[src/hdl/qte_pkg.sv]
package qte_pkg;

    localparam int VW      = 38;
    localparam int ZW      = 28;
    localparam int SW      = 34;
    localparam int RW      = 57;
    localparam int AW      = 17;
    localparam int TAB_LEN = 24;
    localparam int SQ_BITS = 29;

    localparam logic signed [ZW-1:0] HALF_PI_Z   = 28'sd26353589;
    localparam logic signed [AW-1:0] PI_Q13      = 17'sd25736;
    localparam logic signed [AW-1:0] HALF_PI_Q13 = 17'sd12868;
    localparam logic signed [SW-1:0] ONE_28      = 34'sd268435456;

    typedef struct packed {
        logic signed [VW-1:0] x;
        logic signed [VW-1:0] y;
        logic signed [ZW-1:0] z;
        logic                 zero;
    } vec_t;

    typedef struct packed {
        vec_t roll;
        vec_t pitch;
        vec_t yaw;
        logic clamp;
        logic sneg;
    } cord_t;

    typedef struct packed {
        logic [RW-1:0]        rem;
        logic [RW-1:0]        res;
        logic signed [SW-1:0] s;
        logic signed [SW-1:0] roll_y;
        logic signed [SW-1:0] roll_x;
        logic signed [SW-1:0] yaw_y;
        logic signed [SW-1:0] yaw_x;
        logic                 clamp;
    } sq_t;

    // atan(2^-i) at scale 2^24
    function automatic logic signed [ZW-1:0] atan_lut(input int unsigned idx);
        logic signed [ZW-1:0] v;
        case (idx)
            0:  v = 28'sd13176795;
            1:  v = 28'sd7778716;
            2:  v = 28'sd4110060;
            3:  v = 28'sd2086331;
            4:  v = 28'sd1047214;
            5:  v = 28'sd524117;
            6:  v = 28'sd262123;
            7:  v = 28'sd131069;
            8:  v = 28'sd65536;
            9:  v = 28'sd32768;
            10: v = 28'sd16384;
            11: v = 28'sd8192;
            12: v = 28'sd4096;
            13: v = 28'sd2048;
            14: v = 28'sd1024;
            15: v = 28'sd512;
            16: v = 28'sd256;
            17: v = 28'sd128;
            18: v = 28'sd64;
            19: v = 28'sd32;
            20: v = 28'sd16;
            21: v = 28'sd8;
            22: v = 28'sd4;
            23: v = 28'sd2;
            default: v = '0;
        endcase
        return v;
    endfunction

endpackage

[src/hdl/qte_cordic_pre.sv]
module qte_cordic_pre import qte_pkg::*; (
    input  logic  aclk,
    input  logic  aresetn,
    input  logic  en,
    input  logic  in_valid,
    input  cord_t in_data,
    output logic  out_valid,
    output cord_t out_data
);

    logic  valid_reg;
    cord_t data_reg;
    cord_t data_next;

    // fold left half plane into the right one
    function automatic vec_t pre(vec_t v);
        vec_t o;
        o      = v;
        o.z    = '0;
        o.zero = (v.x == '0) && (v.y == '0);
        if (v.x[VW-1]) begin
            if (!v.y[VW-1]) begin
                o.x = v.y;
                o.y = -v.x;
                o.z = HALF_PI_Z;
            end else begin
                o.x = -v.y;
                o.y = v.x;
                o.z = -HALF_PI_Z;
            end
        end
        return o;
    endfunction

    always_comb begin
        data_next       = in_data;
        data_next.roll  = pre(in_data.roll);
        data_next.pitch = pre(in_data.pitch);
        data_next.yaw   = pre(in_data.yaw);
    end

    always_ff @(posedge aclk) begin
        if (!aresetn) begin
            valid_reg <= 1'b0;
        end else if (en) begin
            valid_reg <= in_valid;
        end
    end

    always_ff @(posedge aclk) begin
        if (en) begin
            data_reg <= data_next;
        end
    end

    assign out_valid = valid_reg;
    assign out_data  = data_reg;

endmodule

[config.mk]
export PLATFORM = sky130hd
export DESIGN_NAME = qte_cordic_pre
export DESIGN_NICKNAME = d
export VERILOG_FILES = /design/src/hdl/qte_pkg.sv /design/src/hdl/qte_cordic_pre.sv
export SDC_FILE = /design/constraint.sdc
export NUM_CORES = 1
export LEC_CHECK = 0
export ABC_CLOCK_PERIOD_IN_PS = 2970
export BUFFER_PORTS_ARGS = -buffer_cell sky130_fd_sc_hd__buf_4
export CAP_MARGIN = 10
export CORE_AREA = 2 2 246 248
export DETAILED_ROUTE_END_ITERATION = 8
export DIE_AREA = 0 0 248 250
export PLACE_DENSITY = 0.48
export SYNTH_ARGS = -nofsm -noshare
export SYNTH_HDL_FRONTEND = slang
export SYNTH_SLANG_ARGS = --single-unit
[constraint.sdc]
create_clock -name aclk -period 2.97 [get_ports aclk]
set_clock_uncertainty 0.05 [all_clocks]
set_input_delay 0.594 -clock aclk [delete_from_list [all_inputs] [get_ports aclk]]
set_output_delay 0.594 -clock aclk [all_outputs]
set_load 0.1 [all_outputs]
==> reports/results.txt <==
Clock slew at reported path FFs - 50 ps
Number of synthesized flops with an enable pin - 242
Status - complete, no violations
Cell count after synthesis - 1592
I/O pins - 639
Top post-synthesis cells by area - edfxtp_1 (48%), a21oi_1 (7.3%), nor2_1 (6.7%)
Synth Area in XOR/XNOR - 10.7%
Initial antenna violation count - 4
First-pass GRT wire length - 86500 µm
CORE AREA - 59600 µm²
Starting Density - 25.5%
Iter 0 DRT Violations - 1124
Synth Area in Compound Gates - 16.0%
Worst-path fanout max - 9
Largest family of logic cells by synthesized area - simple AND/OR/NAND/NOR gates
Required @ worst endpoint - 3170 ps
Hold crit path type - input port to flop
WS Path Type - input port to flop
Share of the synthesized area in the top cell type - 47.9%
Post-synthesis register bit count - 243
# nets final - 2427
Ys Warns - 0
Width of the die - 248 µm
Top post-synthesis cells by count - nor2_1 (270), edfxtp_1 (242), a21oi_1 (222)
Rel. slew slack - 45.7%
Via count - 14400
Die ar. - 62000 µm²
RSZ-0062 raised after global routing - no
Seq/Total Area, Yosys - 48.0%
NetSw - 0.00573 W
Post-synthesis simple-gate area fraction - 17.1%
Clk pwr share - 28.9%
Mapped Area - 15200 µm²
Setup Buffers After CTS - 0
Main synth FF type - edfxtp_1
Sw frac - 43.0%
Combinational share of power - 38.6%
Area share of fa/ha/maj cells after synthesis - 0.495%
Total wire length - 58900 µm
DR WL/cell - 20.3 µm
Startpoint types - input port
Root Driver - clkbuf_16
Half-perimeter wire length after placement - 44900 µm
Post_cts resized - 0
Max Buffers Root-to-Sink - 3
Lkg Pwr - 8.31 nW
Global-route usage over all layers - 18.2%
Total power divided by cell area - 631 nW/µm²
Actual slew at the worst max-slew pin - 812 ps
Synth area leader - edfxtp_1
# setup viols final - 0
Router iterations before antenna repair - 5
Yosys cell types - 54
Async SR Flop Fraction - 0%
Final hold violations - 0
Int Power - 0.00761 W
CTS tree - built
CP arrival - 2860 ps
Count leader, synth - nor2_1
Flop pwr share - 32.5%
H-tree levels - 2
Residual DRC count - 0
Routability cong. - 0.893
Later-pin clock latency in the skew report - 520 ps
Grt total ovfl - 0
Inserted Clock Buffers - 34
ANT nets after route - 0
Worst setup EP type - flop
Port Buffers - 551
Slew Limit Fails - 0
Num rows - 90
Total of max-cap violations - 0
Period utilization - 89.6%
Via-to-Cell Ratio - 4.95
Overall power - 0.0133 W
Maximum number of pins on one net before global-route repair - 142
FMAX - 0.376 GHz
Mux cell area share after synthesis - 0.610%
Area grow syn2layout - 39.4%
CTS sink count - 243
Max VDD drop - 0.529 mV
Syn avg cell area - 9.53 µm²
Share of layout cells above drive strength 1 - 33.0%
Hold WS - 195 ps
Hold buffer count at CTS - 0
Syn nets - 1919
Vias in the first global route - 13900
Final min period - 2660 ps
Die height - 250 µm
==> critical path: stages <==
cell       delay [ps]
buf_4             110
or4_1             600
buf_4             180
or4_1             490
buf_4             190
nor4_4            240
buf_4             200
a211o_1           140
o2111ai_1         120
==> final cells by class <==
| type | count | area, µm² |
|---|---|---|
| antenna | 2 | 5.00 |
| clock buffer | 42 | 902 |
| clock inverter | 12 | 111 |
| fill | 6096 | 38400 |
| inverter | 38 | 143 |
| multi-input combinational | 1143 | 6840 |
| sequential | 243 | 7290 |
| tap | 782 | 978 |
| timing repair buffer | 640 | 4870 |
==> power by group through the flow <==
stage	Clock (W)	Sequential (W)	Combinational, W
2_1_floorplan	0	0.00680	0.00142
3_3_place_gp	0	0.00440	0.00516
3_5_place_dp	0	0.00440	0.00517
4_1_cts	0.00400	0.00434	0.00518
5_1_grt	0.00408	0.00437	0.00535
6_report	0.00385	0.00434	0.00516
==> worst paths after layout <==
kind,from,endpoint,slack (ps),depth (start not counted)
setup / recovery,in_data[246],out_data[310]$_DFFE_PP_,310,9
hold / removal,in_data[0],out_data[0]$_DFFE_PP_,200,1
setup reg to reg,out_valid$_SDFFE_PN0P_,out_valid$_SDFFE_PN0P_,2320,2
hold reg to reg,out_valid$_SDFFE_PN0P_,out_valid$_SDFFE_PN0P_,490,2
==> state kept, by name, summed over array words and instances, names as in the netlist <==
name	flops
out_data	242
out_valid	1
==> stage by stage <==
step           instances  TNS, ps  utilization, %  cell area, µm²  worst slack (ps)
2_1_floorplan       1592    -53.3               -           15200             -27.2
3_3_place_gp        2846    -2430            33.8           20100              -215
3_5_place_dp        2846    -2880            33.8           20100              -255
4_1_cts             2900        0            35.5           21100               326
5_1_grt             2902        0            35.5           21100               169
6_report            2902        0            35.5           21100               310
==> layer usage <==
metal | routed length (µm) | track usage, % | part of all wire, % | vias up
met3 | 4540 | 4.45 | 7.7 | 95
met1 | 24100 | 22.8 | 41 | 6843
met5 | 28 | 0 | 0.048 | -
met4 | 1810 | 6.18 | 3.1 | 4
li1 | - | - | - | 6845
met2 | 28500 | 30.4 | 48 | 574
==> cells by family (layout without fill, tap and decap cells) <==
logic type      count (synthesis)  count (layout)
compound gates                405             405
xor+xnor                      185             185
fa+ha+maj                       6               6
buf+inv                       206             732
flops                         243             243
mux                             9               9
other cells                     0               2
simple gates                  538             538
==> cell usage in the layout, fill, tap and decap left out, drive strengths merged, types with 28 or more instances in the layout <==
cell | synthesis | final
a21oi | 222 | 222
a31oi | 40 | 40
buf | 82 | 640
clkbuf | 86 | 42
edfxtp | 242 | 242
inv | 37 | 38
nand2 | 41 | 41
nor2 | 270 | 270
nor3 | 55 | 55
nor4 | 30 | 30
o21ai | 39 | 39
o31ai | 28 | 28
or4 | 30 | 30
xnor2 | 100 | 100
xor2 | 85 | 85
Note: power is estimated with default switching activity, not from simulation.
