**config.mk**
```make
export PLATFORM = sky130hd
export DESIGN_NAME = qte_sqrt_cell
export DESIGN_NICKNAME = d
export VERILOG_FILES = /design/src/hdl/qte_pkg.sv /design/src/hdl/qte_sqrt_cell.sv
export SDC_FILE = /design/constraint.sdc
export NUM_CORES = 1
export LEC_CHECK = 0
export ABC_AREA = 1
export BUFFER_PORTS_ARGS = -buffer_cell sky130_fd_sc_hd__buf_2
export CAP_MARGIN = 5
export CORE_AREA = 2 2 227 229
export CTS_CLUSTER_SIZE = 28
export DETAILED_ROUTE_END_ITERATION = 8
export DIE_AREA = 0 0 229 231
export PLACE_DENSITY = 0.65
export SETUP_SLACK_MARGIN = 0.15
export SLEW_MARGIN = 10
export SYNTH_ARGS = -nofsm -noshare
export SYNTH_HDL_FRONTEND = slang
export SYNTH_SLANG_ARGS = --single-unit
```
**constraint.sdc**
```tcl
create_clock -name aclk -period 2 [get_ports aclk]
set_input_delay 0.1 -clock aclk [delete_from_list [all_inputs] [get_ports aclk]]
set_output_delay 0.1 -clock aclk [all_outputs]
set_load 0.05 [all_outputs]
```
**src/hdl/qte_pkg.sv**
```systemverilog
package qte_pkg;

    localparam int VW      = 38;
    localparam int ZW      = 28;
    localparam int SW      = 34;
    localparam int RW      = 57;
    localparam int AW      = 17;
    localparam int TAB_LEN = 24;
    localparam int SQ_BITS = 29;

    localparam logic signed [ZW-1:0] HALF_PI_Z   = 28'sd26353589;
    localparam logic signed [AW-1:0] PI_Q13      = 17'sd25736;
    localparam logic signed [AW-1:0] HALF_PI_Q13 = 17'sd12868;
    localparam logic signed [SW-1:0] ONE_28      = 34'sd268435456;

    typedef struct packed {
        logic signed [VW-1:0] x;
        logic signed [VW-1:0] y;
        logic signed [ZW-1:0] z;
        logic                 zero;
    } vec_t;

    typedef struct packed {
        vec_t roll;
        vec_t pitch;
        vec_t yaw;
        logic clamp;
        logic sneg;
    } cord_t;

    typedef struct packed {
        logic [RW-1:0]        rem;
        logic [RW-1:0]        res;
        logic signed [SW-1:0] s;
        logic signed [SW-1:0] roll_y;
        logic signed [SW-1:0] roll_x;
        logic signed [SW-1:0] yaw_y;
        logic signed [SW-1:0] yaw_x;
        logic                 clamp;
    } sq_t;

    // atan(2^-i) at scale 2^24
    function automatic logic signed [ZW-1:0] atan_lut(input int unsigned idx);
        logic signed [ZW-1:0] v;
        case (idx)
            0:  v = 28'sd13176795;
            1:  v = 28'sd7778716;
            2:  v = 28'sd4110060;
            3:  v = 28'sd2086331;
            4:  v = 28'sd1047214;
            5:  v = 28'sd524117;
            6:  v = 28'sd262123;
            7:  v = 28'sd131069;
            8:  v = 28'sd65536;
            9:  v = 28'sd32768;
            10: v = 28'sd16384;
            11: v = 28'sd8192;
            12: v = 28'sd4096;
            13: v = 28'sd2048;
            14: v = 28'sd1024;
            15: v = 28'sd512;
            16: v = 28'sd256;
            17: v = 28'sd128;
            18: v = 28'sd64;
            19: v = 28'sd32;
            20: v = 28'sd16;
            21: v = 28'sd8;
            22: v = 28'sd4;
            23: v = 28'sd2;
            default: v = '0;
        endcase
        return v;
    endfunction

endpackage

```
**src/hdl/qte_sqrt_cell.sv**
```systemverilog
module qte_sqrt_cell import qte_pkg::*; #(
    parameter int K = 28
) (
    input  logic aclk,
    input  logic aresetn,
    input  logic en,
    input  logic in_valid,
    input  sq_t  in_data,
    output logic out_valid,
    output sq_t  out_data
);

    localparam logic [RW-1:0] BIT = RW'(1) << (2 * K);

    logic  valid_reg;
    sq_t   data_reg;
    sq_t   data_next;
    logic [RW-1:0] trial;

    always_comb begin
        data_next = in_data;
        trial     = in_data.res + BIT;
        if (in_data.rem >= trial) begin
            data_next.rem = in_data.rem - trial;
            data_next.res = (in_data.res >> 1) + BIT;
        end else begin
            data_next.res = in_data.res >> 1;
        end
    end

    always_ff @(posedge aclk) begin
        if (!aresetn) begin
            valid_reg <= 1'b0;
        end else if (en) begin
            valid_reg <= in_valid;
        end
    end

    always_ff @(posedge aclk) begin
        if (en) begin
            data_reg <= data_next;
        end
    end

    assign out_valid = valid_reg;
    assign out_data  = data_reg;

endmodule

```
==> metrics.cfg, run 1 <==
[route]
drc=0
drtAntennaViolNets=0
drtIter0Drc=1027
wl_um=71800
viasPerCell=4.48
vias=15690
wl_per_cell_um=20.5
dr.pass1.iters=6

[sta]
fin_crit_ns=1.82
hold_violations=0
worstMarginPinSlew_ns=0.452
fin_crit_sh_pct=90.9
rsz0062_at_grt=true
fin_hold_ws_ns=0.0312
slew_violations=0
setup_viol=0
clock.fmax_ghz=0.550
skew_ns=0
slew_headroom_pct=69.9

[die]
die_w_um=229
rows=83
chipHeight_um=231
die_area_um2=52900
io_pins=575
initial_core_util_pct=29.2
core_area_um2=50700

[cts]
cts_buffers=35
cts.sinks=286
htree_levels=2
cts_tree=done
clockRootBuffer=clkbuf_16
clock_path_buffers=3
clk_latency_ns=0.56
path_clk_slew_ns=0.06

[layout]
fillCellCount=4791
num-nets-final=3141
multiInputGateArea_um2=5460
design_area_um2=25300
area_growth_pct=71.0
drive_above_1_share_pct=36.2
register_area_um2=8580
postLayoutCoreUtil_pct=50.0

[power_and_ir_drop]
ir_worst_vdd_uv=637
pwr-share-clk_pct=31.6
p_comb_share_pct=31.7
pwr-share-seq_pct=36.7
power.switching_mw=7.18
p_per_area_nw_per_um2=808
internal_power_mw=13.3
swShare_pct=35.1
cellLeakagePower_nw=12.6

[synth]
syn-instance-count=1650
synth_ff_type=edfxtp_1
syn_avg_cell_area_um2=8.97
ys_seq_area_share_pct=57.9
syn_nets=1997
ys_seq_elements=286
synth.distinct_cells=31
ys_async_sr_fraction_pct=0
ys_warn_count=0
synth_enable_flop_cells=285
syn_area_um2=14800

[critical_path]
rr_startpoint=out_valid
worstPathMaxFanout=8
cp_data_required_time_ns=2.29
start_kind=primary input
worstPathArrival_ns=2.11
crit_type=primary input to flip-flop
crit_path_start=in_data[217]
critPathCaptureType=flip-flop

[worst_hold_path]
min_path_type=primary input to flip-flop
min_from=in_data[275]

[place]
post_dp_cell_area_um2=20700
post-dp-hpwl_um=55900
place.gp.congestion=0.974
io_buffers=574

[run_status]
outcome=complete, no violations

[flow_run]
cap_viol_max_count=0

[global_routing]
overflow=0
grt_pass1_vias=15850
grt_use_total_pct=26.1
antenna_found_initial=6
grt_max_degree=59
grt_pass1_wl_um=102000

-- registers in the layout, indices dropped and copies added (netlist names) --
signal / cells
out_data: 285
out_valid: 1
-- logic make-up (layout without fill, tap and decap cells) --
kind of cell,Yosys count,count (layout),share of synthesized area [%]
DFF,286,286,57.9
and+or+nand+nor,823,823,22.9
AOI/OAI and AO/OA,72,72,2.46
buffers and inverters,382,1550,10.0
other,0,3,0
adders and majority gates,58,58,4.95
xor gates and xnor gates,29,29,1.72
-- cells in the final DEF (no fill, tap or decap), types with 7 or more instances in the layout --
master | netlist | layout
nand2_2 | 1 | 28
nand3b_1 | 15 | 15
inv_1 | 348 | 347
buf_12 | 0 | 12
nand3_1 | 59 | 54
clkinv_1 | 2 | 7
dlygate4sd3_1 | 0 | 280
buf_4 | 0 | 254
nand4_1 | 41 | 41
xor2_1 | 25 | 25
ha_4 | 0 | 39
edfxtp_1 | 285 | 285
nor2_2 | 3 | 12
nand2_1 | 586 | 557
nor2_1 | 93 | 80
buf_2 | 10 | 573
clkbuf_16 | 0 | 37
a21oi_1 | 38 | 33
ha_1 | 57 | 16
nor3_1 | 13 | 10
inv_2 | 14 | 15
o21ai_1 | 15 | 15
clkinv_2 | 0 | 7
o21ai_0 | 18 | 18
-- cell usage after synthesis (all sizes together) (2+ instances only) --
| cell | count | area share [%] |
|---|---|---|
| a21oi | 39 | 1.3 |
| and2 | 5 | 0.21 |
| buf | 15 | 0.72 |
| clkbuf | 3 | 0.076 |
| clkinv | 2 | 0.051 |
| edfxtp | 285 | 58 |
| ha | 57 | 4.8 |
| inv | 362 | 9.2 |
| nand2 | 587 | 15 |
| nand3 | 60 | 2.1 |
| nand3b | 15 | 0.76 |
| nand4 | 41 | 1.7 |
| nor2 | 97 | 2.6 |
| nor3 | 14 | 0.51 |
| nor4 | 2 | 0.085 |
| o21ai | 33 | 1.1 |
| xnor2 | 4 | 0.24 |
| xor2 | 25 | 1.5 |
-- metrics by stage --
step | instances | TNS [ns] | worst slack [ns] | power [mW]
finish | 3501 | 0 | 0.182 | 20.5
global route | 3499 | 0 | 0.105 | 21.2
CTS | 3491 | 0 | 0.151 | 20.4
detailed placement | 3149 | -23.73 | -0.492 | 13.4
global placement | 3149 | -24.11 | -0.531 | 13.4
floorplan | 1650 | 0 | 0.151 | 10.9
-- worst paths after layout --
check                                      to  slack [ns]  cells past startpoint
worst min register to register      out_valid        1.25                      3
worst max register to register      out_valid        0.67                      3
worst max-delay path            out_data[278]        0.18                     15
worst min-delay path            out_data[275]        0.03                      4
-- metal layers --
| metal | part of all wire [%] | GRT usage [%] | vias to the layer above | routed length, um |
|---|---|---|---|---|
| li1 | - | - | 7529 | - |
| met3 | 5.7 | 4.50 | 131 | 4080 |
| met5 | 0.061 | 0 | - | 44 |
| met1 | 41 | 32.0 | 7404 | 29300 |
| met2 | 50 | 46.4 | 620 | 35600 |
| met4 | 3.8 | 8.97 | 6 | 2700 |
-- power by group through the flow --
| stage | combinational (mW) | sequential [mW] | clock [mW] |
|---|---|---|---|
| 6_report | 6.48 | 7.50 | 6.47 |
| 3_5_place_dp | 5.77 | 7.61 | 0 |
| 5_1_grt | 6.86 | 7.54 | 6.82 |
| 3_3_place_gp | 5.75 | 7.62 | 0 |
| 2_1_floorplan | 1.42 | 9.47 | 0 |
| 4_1_cts | 6.24 | 7.50 | 6.66 |
-- area by class of cell --
class	instances	share of cell area (%)
flip-flops and latches	286	33.9
repair buffers	1125	31.3
multi-input cells	982	21.5
inverters	364	5.40
clock buffers	39	3.52
well taps	680	3.36
clock inverters	22	0.984
diodes	3	0.0297
-- worst max-delay path, stage by stage --
cell and delay [ns]:
buf_2 0.09, inv_1 0.04, ha_1 0.32, buf_4 0.17
nand2_2 0.11, nor2_4 0.06, nand2_1 0.13, inv_1 0.08
and3_4 0.19, nand2_4 0.11, nand3_4 0.18, buf_12 0.21
buf_4 0.16, nand3_1 0.08, nand2_1 0.07
-- what timing repair did --
action | 4_1_cts | 5_1_grt
gates resized for setup | 4 | 90
hold buffers | 280 | 0
setup buffers | 1 | 5
pin swaps | 1 | 13
cloned | 0 | 2
endpoints found under the hold margin | 322 | 0
endpoints found under the setup margin | 9 | 57
(Power assumes the default switching activity.)
==> run 2: changes to the inputs <==
==> constraint.sdc (replaced) <==
create_clock -name aclk -period 2 [get_ports aclk]
set_input_delay 0.4 -clock aclk [delete_from_list [all_inputs] [get_ports aclk]]
set_output_delay 0.4 -clock aclk [all_outputs]
set_load 0.05 [all_outputs]
==> run 2 against run 1 <==
Die area is the same. Largest power group unchanged. Critical endpoint is now out_data[245]. Sequential share of layout area about the same. First-iteration DRC count fell by 25%.
==> metrics.cfg, run 2 (synthesized netlist as in run 1, its figures left out) <==
[sta]
fin_crit_sh_pct=96.7  ; was 90.9%
clock.fmax_ghz=0.517  ; was 0.550 GHz
hold_violations=0  ; unchanged
slew_headroom_pct=70.8  ; was 69.9%
slew_violations=0  ; unchanged
skew_ns=0  ; unchanged
rsz0062_at_grt=true  ; unchanged
fin_ws_ns=0.0657  ; was 0.182 ns
worstMarginPinSlew_ns=0.439  ; was 0.452 ns
fin_crit_ns=1.93  ; was 1.82 ns
setup_viol=0  ; unchanged

[critical_path]
worstPathCellList=buf_2 -> inv_1 -> ha_4 -> buf_4 -> nand2_4 -> nor2_1 -> a21oi_2 -> buf_4 -> nand2_2 -> a21oi_4 -> nand3_4 -> buf_12 -> clkbuf_16 -> nand2_1 -> o21ai_2  ; was buf_2 -> inv_1 -> ha_1 -> buf_4 -> nand2_2 -> nor2_4 -> nand2_1 -> inv_1 -> and3_4 -> nand2_4 -> nand3_4 -> buf_12 -> buf_4 -> nand3_1 -> nand2_1
start_kind=primary input  ; unchanged
rr_startpoint=out_valid  ; unchanged
critPathMostFrequentCell=buf_4
critPathCaptureType=flip-flop  ; unchanged
worstPathMaxFanout=6  ; was 8
crit_type=primary input to flip-flop  ; unchanged
crit_path_start=in_data[225]  ; was in_data[217]
crit_path_top_delay_cell=ha_4  ; was ha_1
max_stage_delay_ns=0.22  ; was 0.32 ns
cp_data_required_time_ns=2.31  ; was 2.29 ns
reg2regPathDepth=2  ; was 3
worstPathArrival_ns=2.24  ; was 2.11 ns

[power_and_ir_drop]
p_per_area_nw_per_um2=815  ; was 808 nW/um^2
cellLeakagePower_nw=12.4  ; was 12.6 nW
pwr-share-seq_pct=36.1  ; was 36.7%
ir_worst_vdd_uv=587  ; was 637 uV
pwr-share-clk_pct=30.1  ; was 31.6%
p_comb_share_pct=33.8  ; was 31.7%
power.switching_mw=7.38  ; was 7.18 mW
internal_power_mw=13.3  ; about the same
swShare_pct=35.8  ; was 35.1%

[cts]
htree_levels=2  ; unchanged
cts.sinks=286  ; unchanged
clock_path_buffers=3  ; unchanged
clockRootBuffer=clkbuf_16  ; unchanged
cts_buffers=35  ; unchanged
cts_tree=done  ; unchanged
clk_latency_ns=0.55  ; was 0.56 ns
path_clk_slew_ns=0.05  ; was 0.06 ns

[worst_hold_path]
min_path_type=primary input to flip-flop  ; unchanged
holdPathStages=1  ; was 4
min_from=in_data[178]  ; was in_data[275]

[layout]
fillCellCount=4776  ; was 4791
final_cell_mix=buf_2, nand2_1, buf_4  ; was buf_2, nand2_1, inv_1
multiInputGateArea_um2=6740  ; was 5460 um^2
num-nets-final=2983  ; was 3141
fin_cells=3343  ; was 3501
postLayoutCoreUtil_pct=50.0  ; about the same
drive_above_1_share_pct=53.5  ; was 36.2%
mostFrequentLayoutCell=buf_2  ; unchanged
largest_register_ffs=285  ; unchanged
register_area_um2=8580  ; unchanged
area_growth_pct=71.0  ; about the same

[die]
io_pins=575  ; unchanged
rows=83  ; unchanged
core_area_um2=50700  ; unchanged
die_w_um=229  ; unchanged
chipHeight_um=231  ; unchanged
initial_core_util_pct=29.2  ; unchanged
die_area_um2=52900  ; unchanged

[global_routing]
overflow=0  ; unchanged
grt_pass1_vias=14884  ; was 15850
grt_use_total_pct=25.7  ; was 26.1%
grt_pass1_wl_um=98600  ; was 102000 um
grt_max_degree=65  ; was 59
antenna_found_initial=13  ; was 6

[route]
viasPerCell=4.51  ; was 4.48
vias=15086  ; was 15690
wl_um=71700  ; was 71800 um
wl_per_cell_um=21.4  ; was 20.5 um
drtIter0Drc=772  ; was 1027
drtAntennaViolNets=0  ; unchanged
dr.pass1.iters=5  ; was 6
drc=0  ; unchanged

[run_status]
outcome=complete, no violations  ; unchanged

[flow_run]
cap_viol_max_count=0  ; unchanged

[place]
place_inst=3182  ; was 3149
pre_cts_slack_ns=-0.721  ; was -0.492 ns
place.gp.congestion=0.945  ; was 0.974
post-dp-hpwl_um=57500  ; was 55900 um
io_buffers=574  ; unchanged

## run 2: cell types whose count changed in the layout (fill, tap and decap cells not counted), moves of 18 or more
cell	change
nand2_2	+94
buf_6	+59
nor2_1	-37
nand2_4	+37
dlygate4sd3_1	-250
inv_2	+49
buf_2	-40
inv_1	-71
buf_4	+59
nor2_4	+21
nand2_1	-133
ha_4	+18
## run 2: per-stage QoR
| step | area (um^2) | setup TNS [ns] | total power [mW] | hold slack, ns |
|---|---|---|---|---|
| finish | 25300 | 0 | 20.6 | 0.0208 |
| global route | 25300 | -0.0307 | 21.4 | 0.00179 |
| CTS | 24000 | 0 | 20.4 | 0.000169 |
| detailed placement | 21800 | -34.75 | 13.7 | 0.528 |
| global placement | 21800 | -34.34 | 13.7 | 0.523 |
| floorplan | 15800 | -0.458 | 11.1 | 0.493 |
## run 2: cell type report
class                   instances  area share (%)
clock buffers                  44            3.68
well taps                     680            3.36
repair buffers                967            26.0
diodes                          1         0.00988
inverters                     364            5.74
flip-flops and latches        286            33.9
multi-input cells             982            26.6
clock inverters                19           0.667
## run 2: layer usage
| layer | global-route usage [%] | share of wire (%) | vias up |
|---|---|---|---|
| li1 | - | - | 7207 |
| met4 | 5.15 | 2.8 | 10 |
| met2 | 47.6 | 51 | 525 |
| met5 | 0 | 0.088 | - |
| met1 | 31.1 | 40 | 7234 |
| met3 | 4.77 | 5.6 | 110 |
## run 2: power groups by stage
| stage | clock network, mW | logic, mW | registers [mW] |
|---|---|---|---|
| final | 6.21 | 6.97 | 7.46 |
| after CTS | 6.36 | 6.52 | 7.46 |
| after global placement | 0 | 6.10 | 7.58 |
| after floorplan | 0 | 1.65 | 9.47 |
| after global routing | 6.59 | 7.35 | 7.50 |
| after detailed placement | 0 | 6.12 | 7.56 |
## run 2: final timing paths
check                                endpoint  slack, ns
worst max register to register      out_valid       1.37
worst min-delay path            out_data[177]       0.02
worst max-delay path            out_data[245]       0.07
worst min register to register      out_valid       0.55
## run 2: critical path: cells and delay by family
kind                       cells  cell delay (ns)
buffers and inverters          6             0.82
and+or+nand+nor                5             0.45
AOI/OAI and AO/OA              3             0.35
adders and majority gates      1             0.22
## run 2: timing repair
| item | in CTS | in global routing |
|---|---|---|
| pin swaps | 52 | 107 |
| hold buffers | 27 | 3 |
| resized for setup | 171 | 293 |
| setup buffers | 34 | 27 |
| endpoints found under the hold margin | 27 | 3 |
| gates cloned | 3 | 3 |
| endpoints found under the setup margin | 57 | 57 |
