<file path="src/hdl/qte_pkg.sv">
package qte_pkg;

    localparam int VW      = 38;
    localparam int ZW      = 28;
    localparam int SW      = 34;
    localparam int RW      = 57;
    localparam int AW      = 17;
    localparam int TAB_LEN = 24;
    localparam int SQ_BITS = 29;

    localparam logic signed [ZW-1:0] HALF_PI_Z   = 28'sd26353589;
    localparam logic signed [AW-1:0] PI_Q13      = 17'sd25736;
    localparam logic signed [AW-1:0] HALF_PI_Q13 = 17'sd12868;
    localparam logic signed [SW-1:0] ONE_28      = 34'sd268435456;

    typedef struct packed {
        logic signed [VW-1:0] x;
        logic signed [VW-1:0] y;
        logic signed [ZW-1:0] z;
        logic                 zero;
    } vec_t;

    typedef struct packed {
        vec_t roll;
        vec_t pitch;
        vec_t yaw;
        logic clamp;
        logic sneg;
    } cord_t;

    typedef struct packed {
        logic [RW-1:0]        rem;
        logic [RW-1:0]        res;
        logic signed [SW-1:0] s;
        logic signed [SW-1:0] roll_y;
        logic signed [SW-1:0] roll_x;
        logic signed [SW-1:0] yaw_y;
        logic signed [SW-1:0] yaw_x;
        logic                 clamp;
    } sq_t;

    // atan(2^-i) at scale 2^24
    function automatic logic signed [ZW-1:0] atan_lut(input int unsigned idx);
        logic signed [ZW-1:0] v;
        case (idx)
            0:  v = 28'sd13176795;
            1:  v = 28'sd7778716;
            2:  v = 28'sd4110060;
            3:  v = 28'sd2086331;
            4:  v = 28'sd1047214;
            5:  v = 28'sd524117;
            6:  v = 28'sd262123;
            7:  v = 28'sd131069;
            8:  v = 28'sd65536;
            9:  v = 28'sd32768;
            10: v = 28'sd16384;
            11: v = 28'sd8192;
            12: v = 28'sd4096;
            13: v = 28'sd2048;
            14: v = 28'sd1024;
            15: v = 28'sd512;
            16: v = 28'sd256;
            17: v = 28'sd128;
            18: v = 28'sd64;
            19: v = 28'sd32;
            20: v = 28'sd16;
            21: v = 28'sd8;
            22: v = 28'sd4;
            23: v = 28'sd2;
            default: v = '0;
        endcase
        return v;
    endfunction

endpackage

</file>
<file path="src/hdl/qte_cordic_cell.sv">
module qte_cordic_cell import qte_pkg::*; #(
    parameter int STEP = 0
) (
    input  logic  aclk,
    input  logic  aresetn,
    input  logic  en,
    input  logic  in_valid,
    input  cord_t in_data,
    output logic  out_valid,
    output cord_t out_data
);

    localparam logic signed [ZW-1:0] ANG = atan_lut(STEP);

    logic  valid_reg;
    cord_t data_reg;
    cord_t data_next;

    function automatic vec_t rot(vec_t v);
        vec_t o;
        logic signed [VW-1:0] xs;
        logic signed [VW-1:0] ys;
        o  = v;
        xs = v.x >>> STEP;
        ys = v.y >>> STEP;
        if (!v.y[VW-1]) begin
            o.x = v.x + ys;
            o.y = v.y - xs;
            o.z = v.z + ANG;
        end else begin
            o.x = v.x - ys;
            o.y = v.y + xs;
            o.z = v.z - ANG;
        end
        return o;
    endfunction

    always_comb begin
        data_next       = in_data;
        data_next.roll  = rot(in_data.roll);
        data_next.pitch = rot(in_data.pitch);
        data_next.yaw   = rot(in_data.yaw);
    end

    always_ff @(posedge aclk) begin
        if (!aresetn) begin
            valid_reg <= 1'b0;
        end else if (en) begin
            valid_reg <= in_valid;
        end
    end

    always_ff @(posedge aclk) begin
        if (en) begin
            data_reg <= data_next;
        end
    end

    assign out_valid = valid_reg;
    assign out_data  = data_reg;

endmodule

</file>
<file path="config.mk">
export PLATFORM = sky130hd
export DESIGN_NAME = qte_cordic_cell
export DESIGN_NICKNAME = d
export VERILOG_FILES = /design/src/hdl/qte_pkg.sv /design/src/hdl/qte_cordic_cell.sv
export SDC_FILE = /design/constraint.sdc
export NUM_CORES = 1
export LEC_CHECK = 0
export BUFFER_PORTS_ARGS = -buffer_cell sky130_fd_sc_hd__buf_4
export CORE_ASPECT_RATIO = 1.25
export CORE_MARGIN = 3
export CORE_UTILIZATION = 45
export CTS_CLUSTER_SIZE = 10
export DETAILED_ROUTE_END_ITERATION = 8
export GPL_ROUTABILITY_DRIVEN = 1
export PLACE_DENSITY_LB_ADDON = 0.25
export SLEW_MARGIN = 20
export SYNTH_ARGS = -nofsm -noshare
export SYNTH_HDL_FRONTEND = slang
export SYNTH_SLANG_ARGS = --single-unit
</file>
<file path="constraint.sdc">
create_clock -name aclk -period 6.2 [get_ports aclk]
set_input_delay 0.31 -clock aclk [delete_from_list [all_inputs] [get_ports aclk]]
set_output_delay 0.31 -clock aclk [all_outputs]
set_load 0.1 [all_outputs]
</file>
==> results of run 1 <==
[cell families (layout without fill, tap and decap cells)]
family | Yosys count | count (layout) | share of synthesized area
and+or+nand+nor | 888 | 888 | 0.1283
AOI/OAI and AO/OA | 1265 | 1265 | 0.2462
adders and majority gates | 450 | 450 | 0.1763
xor gates and xnor gates | 286 | 286 | 0.07721
muxes | 67 | 67 | 0.02067
other | 0 | 14 | 0
buffers and inverters | 512 | 1089 | 0.06005
DFF | 315 | 315 | 0.2912
[flip-flops by register name, indices dropped and copies added (netlist names)]
name / flops
out_data: 314
out_valid: 1
[cell type report]
cell class                      count  area (um2)
Tap cell                          943        1180
Antenna cell                       14       35.03
Sequential cell                   315        9449
Clock buffer                       56        1122
Inverter                          359        1348
Timing Repair Buffer              661        5012
Fill cell                        6687       31750
Clock inverter                     13       116.4
Multi-Input combinational cell   2956       21050
[path summary, 6_finish.rpt]
path / cells past startpoint / endpoint / from
max: 14 / out_data[106] / in_data[43]
min: 2 / out_data[4] / in_data[4]
max reg2reg: 3 / out_valid / out_valid
min reg2reg: 3 / out_valid / out_valid
[power by group through the flow]
| stage | Clock, uW | Combinational [uW] | Sequential [uW] |
|---|---|---|---|
| final | 2260 | 5940 | 3010 |
| after detailed placement | 0 | 5890 | 3040 |
| after global placement | 0 | 5880 | 3050 |
| after global routing | 2400 | 6220 | 3030 |
| after CTS | 2320 | 5920 | 3010 |
| after floorplan | 0 | 1870 | 5510 |
[cell usage in the layout, fill, tap and decap left out, types with 13 or more instances in the layout]
master / synthesis / routed
or3_1: 21 / 21
diode_2: 0 / 14
o22ai_1: 16 / 16
a21boi_0: 15 / 15
nor4_1: 18 / 18
xnor2_1: 219 / 219
nor2b_1: 41 / 41
buf_4: 5 / 647
a211oi_1: 43 / 43
o211ai_1: 20 / 20
and3_1: 26 / 26
nand4_1: 47 / 47
nor3_1: 80 / 80
o31ai_1: 27 / 27
nor2_1: 318 / 318
nand3_1: 44 / 44
nand2_1: 198 / 198
a21oi_1: 456 / 456
o21ai_0: 249 / 249
nand2b_1: 45 / 45
edfxtp_1: 314 / 314
clkbuf_16: 0 / 41
o21bai_1: 100 / 100
xor2_1: 67 / 67
o21a_1: 46 / 46
ha_1: 438 / 438
a31oi_1: 27 / 27
mux2i_1: 67 / 67
o41ai_1: 13 / 13
a21o_1: 109 / 109
inv_1: 350 / 350
[metrics by stage]
stage / cells / worst slack (ps)
after floorplan: 3783 / 2320
after global placement: 5222 / 1767
after detailed placement: 5222 / 1721
after CTS: 5303 / 2347
after global routing: 5314 / 1891
final: 5317 / 2233
[routing by layer]
metal,vias to the layer above,share of wire
li1,14712,-
met1,14692,0.39
met2,1359,0.48
met3,247,0.084
met4,10,0.041
met5,-,0.00047
[synth_stat cells, types with 15 or more instances]
| cell | n |
|---|---|
| nor2_1 | 318 |
| nand2_1 | 198 |
| or3_1 | 21 |
| mux2i_1 | 67 |
| nand2b_1 | 45 |
| nand3_1 | 44 |
| inv_1 | 350 |
| o21bai_1 | 100 |
| nor2b_1 | 41 |
| nand4_1 | 47 |
| o31ai_1 | 27 |
| o22ai_1 | 16 |
| o21a_1 | 46 |
| a31oi_1 | 27 |
| a21o_1 | 109 |
| nor4_1 | 18 |
| clkbuf_1 | 107 |
| a211oi_1 | 43 |
| xor2_1 | 67 |
| ha_1 | 438 |
| buf_1 | 35 |
| a21oi_1 | 456 |
| o211ai_1 | 20 |
| a21boi_0 | 15 |
| and3_1 | 26 |
| edfxtp_1 | 314 |
| xnor2_1 | 219 |
| nor3_1 | 80 |
| o21ai_0 | 249 |
[critical path: stages]
cell       delay (ps)
buf_4              90
inv_1              50
ha_1              630
nand4_1           230
nor4_1            450
o21ai_0           280
nand3_1           150
a2bb2oi_1         410
o221ai_1          290
o41ai_1           790
a21o_1            250
nand3_1            80
a31oi_1           210
xor2_1             80
[repair_timing]
item / in CTS / in global routing
hold buffers: 12 / 0
hold endpoints to repair: 12 / 0
setup endpoints to repair: 0 / 0
gates resized for setup: 0 / 0
==> summary.txt, run 1 <==
Clock tree
  • Clk root buf: clkbuf_16
  • CTS buffer count: 41
  • Clock Latency Late Sink: 580 ps
  • Setup repair bufs after CTS: 0
  • Clock Path Buffers: 3
  • H-Tree Depth: 2
  • CTS sink cnt: 315
  • Clock transition at path regs: 60 ps
  • CTS tree: done

Route
  • DRC viols: 0
  • Wire per inst: 22.34 um
  • Routed Antenna Nets: 0
  • DR vias/cell: 5.834
  • WL final: 118.8 mm
  • DR iter-0 viols: 2630
  • DRT Pass-1 Iters: 6
  • Via Count: 31020

Critical path
  • Crit end category: flop
  • WS Path Type: in2reg
  • CP Launch Type: primary input
  • Required @ worst endpoint: 6530 ps
  • Crit Path Max Fanout: 15
  • Arr. time, crit path: 4300 ps
  • R2R Setup Slk: 5040 ps

Timing
  • Relative slew slack: 0.3611
  • Worst Skew: 0 ps
  • Period utilization: 0.6398
  • Setup TNS: 0 ps
  • Final setup fails: 0
  • Unrepaired setup endpoints after global routing: false
  • Fin Hold WS: 77.35 ps
  • Fin. Hold Viols: 0
  • Final Max Slew Viols: 0
  • Post-route minimum period: 3967 ps
  • FMAX: 0.2521 GHz
  • Slew @ Worst Pin: 958.4 ps

Place
  • PortBufs: 638
  • Placer Congestion: 0.9861
  • DP Area: 0.03792 mm2
  • Post-DP HPWL: 95.58 mm

Global route
  • Met1 GRT Util: 0.3628
  • Grt met3 use: 0.06141
  • Overflow after GRT: 0
  • Met2 Use GR: 0.5201
  • Pin count of the biggest net entering global routing: 117
  • Total GRT Usage: 0.2997
  • Global route hottest layer: met2
  • Initial antenna violation count: 18
  • First-pass GRT wire length: 176.2 mm
  • Vias in the first global route: 29837

Cells and area
  • Share of layout cells above drive strength 1: 0.1709
  • Layout Area Growth over Synthesis: 21.16%
  • Layout Nets: 5105
  • Final core utilization: 0.5532
  • Post-route cell area: 0.03931 mm2

Die
  • Core ar.: 0.07105 mm2
  • Die X: 246.2 um
  • Initial Util: 0.4566
  • IO Count: 639
  • Std cell rows: 109
  • Die height: 306.2 um
  • Die Area: 0.07537 mm2

Power
  • Internal: 5613 uW
  • Comb power frac: 0.530
  • Clock Power Share: 0.202
  • Net Sw Power: 5600 uW
  • Sequential share of power: 0.268
  • Worst vdd ir: 359.0 uV
  • Net Sw Frac: 0.4994
  • Leak: 0.01777 uW
  • Total power: 11210 uW
  • PwrDens: 285.3 mW/mm2

Synthesis
  • Sequential element share of the synthesized area: 0.2912
  • Area leader, netlist: edfxtp_1
  • Mapped Nets: 4554
  • Synth top area share: 0.2906
  • Synthesis Warnings: 0
  • Synth cell types: 83
  • Asr flop ratio synth: 0
  • Yosys reg bits: 315
  • Most used DFF post-synth: edfxtp_1
  • Avg Synthesized Cell Area: 8.576 um2
  • Post-synth EDFFs: 314
  • Post-Synthesis Cells: 3783
  • Cell area after synthesis: 0.03244 mm2
  • Top cells by area, synth: edfxtp_1 (29%), ha_1 (17%), a21oi_1 (7.0%)

Worst hold path
  • Worst hold path class: in2reg

Run
  • Max-cap violations: 0

Outcome
  • Status: finished, final reports clean
No activity file was read; power rests on OpenSTA's default activity.
==> run 2, diff against run 1 <==
==> constraint.sdc (replaced) <==
create_clock -name aclk -period 4.1 [get_ports aclk]
set_input_delay 0.205 -clock aclk [delete_from_list [all_inputs] [get_ports aclk]]
set_output_delay 0.205 -clock aclk [all_outputs]
set_load 0.1 [all_outputs]
==> run 2 against run 1 <==
Register-to-register slack worse by 2100 ps. Clock power increased by 49%. Core utilization up 1.1 points. Setup slack worse by 2000 ps. Sequential cell count did not move. Critical path type unchanged. Clock skew did not move. Sequential power up 50%. Largest power group unchanged. Power up 52%. Via count increased by 2.0%.
==> summary.txt, run 2 (synthesis gave the netlist of run 1 again) <==
Route
  • DRC viols: 0 (unchanged)
  • DR vias/cell: 5.839 (was 5.834)
  • Routed Antenna Nets: 0 (unchanged)
  • DR iter-0 viols: 2846 (was 2630)
  • Via Count: 31641 (was 31020)
  • Wire per inst: 22.51 um (was 22.34 um)
  • WL final: 122.0 mm (was 118.8 mm)
  • DRT Pass-1 Iters: 8 (was 6)

Critical path
  • Arr. time, crit path: 4240 ps (was 4300 ps)
  • Buf/Inv on CP: 3 (was 2)
  • Reg2Reg Depth: 3 (unchanged)
  • Cell chain of the critical path: dlygate4sd3_1 > buf_4 > inv_1 > ha_1 > fa_1 > nor2b_1 > o21ai_0 > a21oi_1 > o21a_1 > nand4_1 > and3_1 > o41a_1 > o221ai_1 > a2111oi_0 > a211oi_1 > xor2_1 (was buf_4 > inv_1 > ha_1 > nand4_1 > nor4_1 > o21ai_0 > nand3_1 > a2bb2oi_1 > o221ai_1 > o41ai_1 > a21o_1 > nand3_1 > a31oi_1 > xor2_1)
  • Kind of cell adding the most delay to the critical path: compound AO/OA/AOI/OAI gates (unchanged)
  • Crit-path max cell delay: 570 ps (was 790 ps)
  • Crit end category: flop (unchanged)
  • CP max-delay cell: dlygate4sd3_1 (was o41ai_1)
  • WS Path Type: in2reg (unchanged)
  • Crit Path Max Fanout: 3 (was 15)
  • FF-to-FF Start: out_valid (unchanged)
  • Crit. path cell count: 16 (was 14)
  • Reg-to-reg endpoint: out_valid (unchanged)
  • R2R Setup Slk: 2960 ps (was 5040 ps)
  • CP Launch Type: primary input (unchanged)
  • Required @ worst endpoint: 4430 ps (was 6530 ps)

Timing
  • Slew @ Worst Pin: 877.2 ps (was 958.4 ps)
  • Worst Skew: 0 ps (unchanged)
  • Fin Hold WS: 25.18 ps (was 77.35 ps)
  • Post-route minimum period: 3905 ps
  • Relative slew slack: 0.4152 (was 0.3611)
  • Fin. Hold Viols: 0 (unchanged)
  • Final setup fails: 0 (unchanged)
  • Unrepaired setup endpoints after global routing: false (unchanged)
  • Setup TNS: 0 ps (unchanged)
  • FMAX: 0.2561 GHz
  • Final Max Slew Viols: 0 (unchanged)
  • Period utilization: 0.9523

Global route
  • First-pass GRT wire length: 182.8 mm (was 176.2 mm)
  • Overflow after GRT: 0 (unchanged)
  • Total GRT Usage: 0.3117 (was 0.2997)
  • Initial antenna violation count: 17 (was 18)
  • Vias in the first global route: 30968 (was 29837)
  • Pin count of the biggest net entering global routing: 92 (was 117)

Worst hold path
  • Worst hold path class: in2reg (unchanged)
  • Hold Path Origin: in_data[174] (was in_data[4])
  • Hold Path End: out_data[174] (was out_data[4])
  • Hold depth: 3 (was 2)

Clock tree
  • CTS buffer count: 41 (unchanged)
  • Clock Latency Late Sink: 610 ps (was 580 ps)
  • H-Tree Depth: 2 (unchanged)
  • Clk root buf: clkbuf_16 (unchanged)
  • Clock Path Buffers: 3 (unchanged)
  • Clock transition at path regs: 60 ps (about the same)
  • CTS tree: done (unchanged)
  • CTS sink cnt: 315 (unchanged)

Cells and area
  • Share of layout cells above drive strength 1: 0.1872 (was 0.1709)
  • Layout Nets: 5207 (was 5105)
  • Most common cell after layout, fill and taps aside: buf_4 (unchanged)
  • Most frequent cells in the layout: buf_4 (739), a21oi_1 (456), ha_1 (438), inv_1 (350), nor2_1 (318) (was buf_4 (647), a21oi_1 (456), ha_1 (438), inv_1 (350), nor2_1 (318))
  • Max reg flops: 314 (unchanged)
  • Layout Area Growth over Synthesis: 23.52% (was 21.16%)

Die
  • Die X: 246.2 um (unchanged)
  • Die Area: 0.07537 mm2 (unchanged)
  • Std cell rows: 109 (unchanged)
  • Initial Util: 0.4566 (unchanged)
  • Die height: 306.2 um (unchanged)
  • IO Count: 639 (unchanged)
  • Core ar.: 0.07105 mm2 (unchanged)

Outcome
  • Status: finished, final reports clean (unchanged)

Place
  • Placer Congestion: 0.9683 (was 0.9861)
  • Post-DP HPWL: 98.46 mm (was 95.58 mm)
  • PortBufs: 638 (unchanged)

Power
  • Leak: 0.01824 uW (was 0.01777 uW)
  • PwrDens: 426.1 mW/mm2 (was 285.3 mW/mm2)
  • Worst vdd ir: 422.4 uV (was 359.0 uV)

Run
  • Max-cap violations: 0 (unchanged)
-- run 2: cell count changes in the layout (fill, tap and decap cells not counted) --
cell           before  now
diode_2            14   15
clkinv_4            1    0
buf_4             647  739
buf_12              1    3
clkbuf_8            4    0
clkinv_1           10   14
clkinv_2            3    4
clkbuf_1           11   10
dlygate4sd3_1      12   20
-- run 2: final cells by class --
class,instances,area (um2)
fill,6698,30980
multi-input combinational,2956,21050
sequential,315,9449
timing repair buffer,763,5823
inverter,359,1348
tap,943,1180
clock buffer,51,1064
clock inverter,17,127.6
antenna,15,37.54
-- run 2: tightest hold or removal path: cells and delay by family --
kind / cells / cell delay (ps)
adder cells (fa/ha/maj): 1 / 120
buffers and inverters: 2 / 130
-- run 2: worst max-delay path by stage --
| stage | startpoint | endpoint | slack, ps |
|---|---|---|---|
| floorplan | in_data[173] | out_data[135] | 320 |
| detailed placement | in_data[138] | out_data[211] | 130 |
| global route | in_data[279] | out_data[313] | 70 |
| finish | in_data[279] | out_data[313] | 200 |
| global placement | in_data[138] | out_data[211] | 160 |
| CTS | in_data[279] | out_data[313] | 220 |
-- run 2: per-stage QoR --
stage | util | setup WS (ps) | instance area, um2 | power, uW | cells
3_5_place_dp | 0.5439 | 125.8 | 38650 | 13660 | 5316
6_report | 0.5640 | 195.4 | 40070 | 17080 | 5419
2_1_floorplan | - | 324.9 | 32440 | 11160 | 3783
5_1_grt | 0.5639 | 69.65 | 40070 | 17760 | 5417
3_3_place_gp | 0.5439 | 157.4 | 38650 | 13650 | 5316
4_1_cts | 0.5635 | 219.4 | 40040 | 17110 | 5404
-- run 2: timing repair --
item | CTS | global route
hold buffers | 20 | 0
endpoints found under the hold margin | 21 | 0
setup buffers | 0 | 0
gates resized for setup | 0 | 0
-- run 2: where the power goes --
group,switching (uW),total (uW),internal (uW)
Combinational,6790,9180,2380
Clock,1530,3370,1840
Sequential,241,4530,4290
-- run 2: per-layer routing --
layer	wire length, um	track usage	up-vias
met5	26	0	-
met4	5513	0.1272	4
met3	10500	0.06674	280
met2	58550	0.5336	1423
met1	47370	0.3793	15036
li1	-	-	14898
